$ cat src/rtl/core/fts_pkg.sv
// Package for the frame timer: shared types, register codes and constants.
// No dependencies; imported by every module of the frame timer but fts_chk.
package fts_pkg;

  localparam int CFG_IDX_W = 2;
  localparam int CFG_DATA_W = 20;
  localparam int FT_W = 28;
  localparam int ACC_W = 29;
  localparam int CNT_W = 32;
  localparam int DIV_N = 64;

  localparam logic [CFG_IDX_W-1:0] REG_MAX_DELTA = 2'd0;
  localparam logic [CFG_IDX_W-1:0] REG_FIXED_STEP = 2'd1;
  localparam logic [CFG_IDX_W-1:0] REG_TIME_SCALE = 2'd2;

  localparam logic [19:0] MAX_DELTA_RST = 20'd60000;
  localparam logic [19:0] FIXED_STEP_RST = 20'd60000;
  localparam logic [15:0] TIME_SCALE_RST = 16'd256;

  // one second in microseconds, times 256 for Q8 rates
  localparam logic [27:0] US_PER_S_Q8 = 28'd256000000;

  typedef enum logic [1:0] {
    DIV_TICK,
    DIV_WIN,
    DIV_AVG
  } div_sel_t;

  typedef enum logic [3:0] {
    ST_IDLE,
    ST_FRONT,
    ST_SCALE,
    ST_ACCUM,
    ST_TICK_GO,
    ST_TICK_RUN,
    ST_WIN_GO,
    ST_WIN_RUN,
    ST_AVG_GO,
    ST_AVG_RUN,
    ST_PUBLISH
  } state_t;

  typedef struct packed {
    logic     load_in;
    logic     front;
    logic     scale;
    logic     accum;
    logic     div_start;
    div_sel_t div_sel;
    logic     cap_div;
    logic     publish;
  } cmd_t;

  typedef struct packed {
    logic div_done;
    logic out_free;
  } sts_t;

endpackage

$ cat src/rtl/core/fts_ctrl.sv
// Sequencer for the frame timer: walks one frame through the datapath.
// Depends on fts_pkg.
module fts_ctrl (
  input  logic          clk,
  input  logic          rst,
  input  logic          in_valid,
  output logic          in_ready,
  input  fts_pkg::sts_t sts,
  output fts_pkg::cmd_t cmd
);
  import fts_pkg::*;

  state_t state, state_next;

  always_ff @(posedge clk) begin
    if (rst) begin
      state <= ST_IDLE;
    end else begin
      state <= state_next;
    end
  end

  always_comb begin
    state_next = state;
    cmd = '0;
    cmd.div_sel = DIV_TICK;
    in_ready = 1'b0;
    case (state)
      ST_IDLE: begin
        in_ready = 1'b1;
        if (in_valid) begin
          cmd.load_in = 1'b1;
          state_next = ST_FRONT;
        end
      end
      ST_FRONT: begin
        cmd.front = 1'b1;
        state_next = ST_SCALE;
      end
      ST_SCALE: begin
        cmd.scale = 1'b1;
        state_next = ST_ACCUM;
      end
      ST_ACCUM: begin
        cmd.accum = 1'b1;
        state_next = ST_TICK_GO;
      end
      ST_TICK_GO: begin
        cmd.div_start = 1'b1;
        state_next = ST_TICK_RUN;
      end
      ST_TICK_RUN: begin
        if (sts.div_done) begin
          cmd.cap_div = 1'b1;
          state_next = ST_WIN_GO;
        end
      end
      ST_WIN_GO: begin
        cmd.div_sel = DIV_WIN;
        cmd.div_start = 1'b1;
        state_next = ST_WIN_RUN;
      end
      ST_WIN_RUN: begin
        cmd.div_sel = DIV_WIN;
        if (sts.div_done) begin
          cmd.cap_div = 1'b1;
          state_next = ST_AVG_GO;
        end
      end
      ST_AVG_GO: begin
        cmd.div_sel = DIV_AVG;
        cmd.div_start = 1'b1;
        state_next = ST_AVG_RUN;
      end
      ST_AVG_RUN: begin
        cmd.div_sel = DIV_AVG;
        if (sts.div_done) begin
          cmd.cap_div = 1'b1;
          state_next = ST_PUBLISH;
        end
      end
      ST_PUBLISH: begin
        if (sts.out_free) begin
          cmd.publish = 1'b1;
          state_next = ST_IDLE;
        end
      end
      default: begin
        state_next = ST_IDLE;
      end
    endcase
  end

endmodule

$ cat config.mk
export PLATFORM = sky130hd
export DESIGN_NAME = fts_ctrl
export DESIGN_NICKNAME = d
export VERILOG_FILES = /design/src/rtl/core/fts_pkg.sv /design/src/rtl/core/fts_ctrl.sv
export SDC_FILE = /design/constraint.sdc
export NUM_CORES = 1
export LEC_CHECK = 0
export ABC_AREA = 0
export BUFFER_PORTS_ARGS = -buffer_cell sky130_fd_sc_hd__buf_4
export CORE_AREA = 2 2 39 41
export CTS_BUF_LIST = sky130_fd_sc_hd__clkbuf_4
export CTS_CLUSTER_DIAMETER = 120
export CTS_CLUSTER_SIZE = 28
export DETAILED_ROUTE_END_ITERATION = 10
export DIE_AREA = 0 0 41 43
export HOLD_SLACK_MARGIN = 0.02
export PLACE_DENSITY_LB_ADDON = 0.08
export REMOVE_ABC_BUFFERS = 1
export SLEW_MARGIN = 15
export SYNTH_ARGS = -nofsm -noshare
export SYNTH_HDL_FRONTEND = slang
export SYNTH_SLANG_ARGS = --single-unit
$ cat constraint.sdc
create_clock -name clk -period 1.86 [get_ports clk]
set_input_delay 0.465 -clock clk [delete_from_list [all_inputs] [get_ports clk]]
set_output_delay 0.465 -clock clk [all_outputs]
set_load 0.1 [all_outputs]
## Yosys cells after proc, flatten, opt, wreduce, memory -nomap -nowiden

Cells that the tools add are included.

- Register bits after elaboration: 4
- Logic and storage cells: 40
- Output and inout port bits: 10
- Bits of input ports: 5

- Reduce and logical (&&, ||, !) cells: 6
- Equality and inequality tests: 15
- Muxes and demuxes: 18

Operators with widths:

| operator | count |
|---|---|
| $pmux W4 S11 | 1 |
| $mux W4 | 5 |
| $eq A4 B3 Y1 const B | 4 |
| $eq A4 B4 Y1 const B | 3 |
| $mux W1 | 11 |
| $ne A2 B2 Y1 const B | 5 |
| $eq A4 B2 Y1 const B | 2 |
| $reduce_or A3 Y1 | 2 |
| $reduce_and A5 Y1 | 1 |
| $eq A4 B1 Y1 const B | 1 |
| $logic_not A4 Y1 | 1 |
| $pmux W2 S2 | 1 |
| $reduce_or A2 Y1 | 2 |

## Logic depth before layout (Yosys ltp)

Gate-level depths: netlist of the first run.

- Word-level depth: 3
- Gate-level depth with buffers: 5
- Depth with buffers taken out: 4

## Least setup slack after synthesis of the first run

OpenSTA, ideal clock, no wires.

- Kind: reg2out
- From: reg state[0]
- To: out cmd[8] (netlist bit)
- Required time: 1395 ps
- Path buffers: 1
- Cell stages (with the launch flop): 4
- Setup slack: -3088 ps
- Arrival time: 4483 ps
- Cell sequence: dfxtp_1 -> clkbuf_1 -> nor4_1 -> and2_1

RTL lines:

| element | RTL line | text |
|---|---|---|
| start, declared | fts_ctrl.sv:13 | `state_t state, state_next;` |
| start signal, assigned | fts_ctrl.sv:19 | `state <= state_next;` |
| end, declared | fts_ctrl.sv:9 | `output fts_pkg::cmd_t cmd` |

==> flow_metrics.py, run 1 <==
metrics = {
    "synth": {
        "synthAdderAreaFrac_pct": 0,
        "synth_enable_flop_cells": 0,
        "ys_warn_count": 0,
        "async_flop_share_pct": 0,
        "syn-instance-count": 46,
        "ys.flop_type": "dfxtp_1",
        "synth_top_family_by_area": "simple AND/OR/NAND/NOR gates",
        "yosys.area.top_type": "dfxtp_1",
        "avgSynthCellArea_um2": 7.072,
        "yosys.area_share.simple_pct": 45.38,
        "yosysTopAreaCellShare_pct": 24.62,
        "synthXorXnorAreaFrac_pct": 0,
        "synth_area_leaders": "dfxtp_1 (25%), a21oi_1 (6.2%), nor2_1 (5.8%), or3_1 (5.8%), nor3_1 (4.6%)",
        "synth_compound_area_share_pct": 23.85,
        "synth-seq-cells": 4,
        "synth_cell_types": 23,
        "synthMuxAreaShare_pct": 0,
        "synth_area_um2": 325.3,
        "seq_area_frac_synth_pct": 24.62,
    },
    "power_and_ir_drop": {
        "power_density_nw_per_um2": 789.7,
        "leakage_nw": 0.2468,
        "vdd.ir_drop.worst_v": 0.0002257,
    },
    "global_routing": {
        "grt_util_met2_pct": 18.44,
        "use_met1_pct": 15.97,
        "grt_pass1_vias": 355,
        "use_met3_pct": 3.141,
        "grt_pass1_wl_mm": 1.476,
        "grt_usage_pct": 12.42,
        "top_usage_layer": "met2",
        "grt_max_degree": 13,
        "grt_remaining_overflow": 0,
        "antenna_found_initial": 0,
    },
    "layout": {
        "areaGrowthSynthToFinish_pct": 78.08,
        "diodes": 0,
        "mostFrequentLayoutCells": "buf_4 (12), nand2_1 (4), a21oi_1 (4)",
        "top_regs": "state: 4 flops",
        "nNetsFinal": 71,
        "final_cells": 80,
        "finalInstanceArea_um2": 579.3,
        "largest_reg_flops": 4,
        "layout_commonest_cell": "buf_4",
        "fillCellCount": 152,
        "drive_gt1_share_pct": 54.69,
        "largest_register": "state",
    },
    "die": {
        "num_rows": 14,
        "io_pins": 15,
        "start_util_pct": 23.51,
        "dieArea_um2": 1763,
        "core_um2": 1384,
        "die_h_um": 43,
        "die_width_um": 41,
    },
    "drt": {
        "initialDrtViolationCount": 3,
        "detail-route-antenna-nets": 0,
        "viasPerCell": 4.825,
        "drt-wirelength-per-cell_um": 12.63,
        "drcViolationCount": 0,
        "wl_mm": 1.010,
        "vias": 386,
        "drt_pass1_iterations": 2,
    },
    "timing": {
        "post-route-period-util_pct": 98.19,
        "finalMaxSlewViolations": 0,
        "final_hold_viol_count": 0,
        "worst_pin_slew_ns": 0.3171,
        "fmax_ghz": 0.5475,
        "slew_headroom_pct": 78.82,
        "finalClockSkew_ns": 0.002038,
        "grt_setup_unrepaired": "true",
        "fin_crit_ns": 1.826,
        "setup_viol": 0,
        "fin_hold_ws_ns": 0.3981,
    },
    "worst_setup_path": {
        "worstPathArrival_ns": 1.36,
        "crit_path_start_kind": "flip-flop",
        "reg2reg_slack_ns": 0.23,
        "cp-end-kind": "primary output",
        "reg2regPathDepth": 4,
        "worstReg2RegEnd": "state[0]$_SDFFE_PP0P_",
        "worstSetupPathType": "reg -> out",
        "timing.rr.start": "state[1]$_SDFFE_PP0P_",
        "cp.required_ns": 1.39,
        "cp_max_fo": 12,
    },
    "flow_run": {
        "cap_violations": 0,
    },
    "clock_network": {
        "cts_made_buffers": 3,
        "clockBufferDepth": 2,
        "clock-root-buffer": "clkbuf_4",
        "numClockSinks": 4,
        "insertion_delay_ns": 0.24,
        "cts_htree_levels": 1,
        "cts_tree": "yes",
        "clk_pin_slew_ns": 0.04,
    },
    "min_path": {
        "worst_hold_path.endpoint": "state[1]$_SDFFE_PP0P_",
        "hp-class": "in -> reg",
        "hold_start": "rst",
        "holdPathStages": 2,
    },
    "status": {
        "status": "completed",
    },
    "placed_design": {
        "portBuffers": 14,
        "dp_hpwl_um": 672.4,
        "post_dp_cell_area_um2": 464.2,
        "gp_congestion": 0.7697,
        "dp_cells": 76,
    },
}
==> layout make-up <==
class / instances / area, µm² / share of cell area [%]
Sequential cell: 4 / 88.84 / 15.33
Inverter: 1 / 3.754 / 0.6479
Tap cell: 16 / 20.02 / 3.456
Timing Repair Buffer: 19 / 181.4 / 31.32
Clock buffer: 3 / 22.52 / 3.888
Multi-Input combinational cell: 37 / 262.8 / 45.36
==> cell usage after synthesis, types with 2 or more instances <==
| library cell | instances |
|---|---|
| a21oi_1 | 4 |
| and2_1 | 2 |
| clkbuf_1 | 3 |
| dfxtp_1 | 4 |
| nand2_1 | 4 |
| nor2_1 | 5 |
| nor3_1 | 3 |
| nor4_1 | 2 |
| o21ai_0 | 2 |
| o21ai_1 | 2 |
| or3_1 | 3 |
==> worst max-delay path by stage <==
stage | startpoint | end | slack, ns | cells past startpoint
floorplan | state[1]$_SDFFE_PP0P_ | cmd[8] | -2.99 | 2
finish | state[0]$_SDFFE_PP0P_ | cmd[8] | 0.03 | 3
global route | state[0]$_SDFFE_PP0P_ | cmd[8] | -0.07 | 3
detailed placement | state[0]$_SDFFE_PP0P_ | cmd[8] | 0.16 | 3
CTS | state[2]$_SDFFE_PP0P_ | cmd[1] | 0.003 | 5
global placement | state[0]$_SDFFE_PP0P_ | cmd[8] | 0.14 | 3
==> critical path, stage by stage, from the launching register on <==
cell	delay, ns
dfxtp_2	0.38
nor4_2	0.34
and2_1	0.20
buf_8	0.20
==> repair_timing <==
action,in CTS,in global routing
hold buffers,0,0
setup buffers,0,1
pin swaps,0,2
gates resized for setup,10,15
setup endpoints to repair,9,8
==> metrics by stage <==
stage,worst slack [ns],utilization [%],power (mW),setup TNS [ns]
after floorplan,-2.994,-,0.2722,-17.04
after global placement,0.1375,33.54,0.3257,0
after detailed placement,0.1574,33.54,0.3235,0
after CTS,0.003221,37.61,0.4520,0
after global routing,-0.06638,41.86,0.4804,-0.1483
final,0.03365,41.86,0.4575,0
==> logic make-up (layout without fill, tap and decap cells) <==
| group | after synthesis | count (layout) |
|---|---|---|
| DFF | 4 | 4 |
| buffers and inverters | 5 | 23 |
| AOI/OAI and AO/OA | 12 | 12 |
| and+or+nand+nor | 25 | 25 |
==> metal layers <==
metal | vias up | wire, µm
met4 | 0 | 11
li1 | 203 | -
met5 | - | 0
met3 | 2 | 30
met1 | 173 | 458
met2 | 8 | 509
==> report_power, final <==
group | switching (mW) | internal [mW] | total, mW
clock | 0.0385 | 0.0724 | 0.111
combinational | 0.166 | 0.0700 | 0.236
sequential | 0.0174 | 0.0932 | 0.111
total | 0.222 | 0.236 | 0.457
(Power assumes the default switching activity.)
==> inputs of run 2 (changes only) <==
Clock period 1.86 ns to 1.55 ns, I/O delays scaled along.
==> run 2 against run 1 <==
Against the previous run: the flow now finishes with violations (negative setup slack); cell count up 13%; setup slack got worse by 0.17 ns; flip-flop and latch count stayed put; clock skew barely moved; core utilization up 9.5 points; critical path depth stayed put; global-route usage increased by 1.3 points; register-to-register slack worse by 0.25 ns; final area up 23%; non-clock buffer count grew 10; first-iteration DRC count did not move; sequential power increased by 15%; critical path type unchanged; largest cell class is now non-clock buffers.
==> flow_metrics.py, run 2 (synthesized netlist as in run 1, its figures left out) <==
metrics = {
    "worst_setup_path": {
        "cp-end-kind": "primary output",
        "crit_path_start_kind": "flip-flop",
        "cp_num_buf_inv": 1,
        "worstSetupPathType": "reg -> out",
        "cp_max_fo": 8,
        "path_delay_family": "simple AND/OR/NAND/NOR gates",
        "cp_slowest_stage_delay_ns": 0.39,
        "crit_path_cell_trace": "or2b_1, nor3_2, buf_6",
        "cp_slowest_cell": "dfxtp_4",
        "worstPathArrival_ns": 1.30,
        "cp.required_ns": 1.16,
    },
    "clock_network": {
        "cts_made_buffers": 3,
        "clockBufferDepth": 2,
        "cts_tree": "yes",
        "numClockSinks": 4,
        "clk_pin_slew_ns": 0.04,
        "clock-root-buffer": "clkbuf_4",
        "cts_htree_levels": 1,
        "insertion_delay_ns": 0.23,
    },
    "die": {
        "die_width_um": 41,
        "dieArea_um2": 1763,
        "io_pins": 15,
        "core_um2": 1384,
        "num_rows": 14,
        "start_util_pct": 23.51,
        "die_h_um": 43,
    },
    "placed_design": {
        "portBuffers": 14,
        "post_dp_cell_area_um2": 524.3,
        "dp_cells": 84,
        "dp_hpwl_um": 729.2,
        "gp_congestion": 0.7168,
    },
    "drt": {
        "initialDrtViolationCount": 3,
        "top_layer": "met3",
        "wl_met1_um": 449,
        "wl_met2_um": 549,
        "drt-wirelength-per-cell_um": 11.67,
        "drt_pass1_iterations": 4,
        "detail-route-antenna-nets": 0,
        "drcViolationCount": 0,
        "viasPerCell": 4.844,
        "vias": 436,
        "dr_wl_met3_um": 51,
        "wl_mm": 1.050,
    },
    "layout": {
        "areaGrowthSynthToFinish_pct": 118.5,
        "drive_gt1_share_pct": 64.86,
        "finalInstanceArea_um2": 710.7,
        "top_regs": "state: 4 flops",
        "layout_commonest_cell": "buf_4",
        "final_cells": 90,
        "largest_register": "state",
        "largest_reg_flops": 4,
        "nNetsFinal": 81,
        "fillCellCount": 133,
        "mostFrequentLayoutCells": "buf_4 (20), buf_6 (5), nand2_1 (4), buf_12 (4)",
        "diodes": 0,
    },
    "timing": {
        "timing.final.ws_setup_ns": -0.1399,
        "worst_pin_slew_ns": 0.2659,
        "finalClockSkew_ns": 0.001822,
        "post-route-period-util_pct": 109.0,
        "fmax_ghz": 0.5918,
        "finalMaxSlewViolations": 0,
        "setup_viol": 11,
        "fin_crit_ns": 1.690,
        "final_hold_viol_count": 0,
        "slew_headroom_pct": 82.11,
        "grt_setup_unrepaired": "true",
    },
    "flow_run": {
        "cap_violations": 0,
    },
    "global_routing": {
        "grt_remaining_overflow": 0,
        "antenna_found_initial": 0,
        "grt_pass1_wl_mm": 1.697,
        "grt_max_degree": 10,
        "grt_pass1_vias": 424,
        "grt_usage_pct": 13.74,
    },
    "power_and_ir_drop": {
        "p_total_uw": 589.2,
        "power_density_nw_per_um2": 829.1,
        "vdd.ir_drop.worst_v": 0.0003472,
        "leakage_nw": 0.3109,
    },
    "status": {
        "violations": "negative setup slack",
        "status": "complete, but fails checks",
    },
    "min_path": {
        "hp-class": "in -> reg",
    },
}
run 2: layout make-up:
class	instances	area, µm²	share of cell area, %
timing repair buffer	29	286.5	40.32
multi-input combinational	37	285.3	40.14
sequential	4	92.59	13.03
clock buffer	3	22.52	3.169
tap	16	20.02	2.817
inverter	1	3.754	0.5282
run 2: through the flow:
step | TNS, ns | hold slack [ns] | util [%] | setup WS, ns
6_report | -0.8202 | 0.3297 | 51.36 | -0.1399
5_1_grt | -1.586 | 0.3311 | 51.36 | -0.1915
4_1_cts | -0.9374 | 0.3220 | 47.29 | -0.1459
3_5_place_dp | -0.2265 | 0.5807 | 37.88 | -0.09625
3_3_place_gp | -0.2125 | 0.5825 | 37.88 | -0.06351
2_1_floorplan | -19.98 | 0.4566 | - | -3.226
run 2: path summary, 6_finish.rpt:
path | start | end | slack [ns] | cells after the start
max reg2reg | state[1]$_SDFFE_PP0P_ | state[1]$_SDFFE_PP0P_ | -0.02 | 6
min reg2reg | state[3]$_SDFFE_PP0P_ | state[2]$_SDFFE_PP0P_ | 0.65 | 2
min | rst | state[1]$_SDFFE_PP0P_ | 0.33 | 2
max | state[1]$_SDFFE_PP0P_ | cmd[6] | -0.14 | 3
run 2: power by group:
part,total [mW],switching (mW),internal [mW]
sequential,0.128,0.0171,0.111
clock,0.127,0.0409,0.0865
combinational,0.334,0.213,0.120
run 2: per-layer routing:
| layer | global-route usage (%) | vias to the layer above |
|---|---|---|
| met4 | 8.000 | 0 |
| met1 | 20.51 | 205 |
| met3 | 0 | 0 |
| met5 | 0 | - |
| li1 | - | 221 |
| met2 | 19.06 | 10 |
run 2: what timing repair did:
item                                    4_1_cts  5_1_grt
gates resized for setup                      27       10
endpoints found under the setup margin       11       13
buffers inserted                              1        2
hold buffers                                  0        0
pin swaps                                     2        6
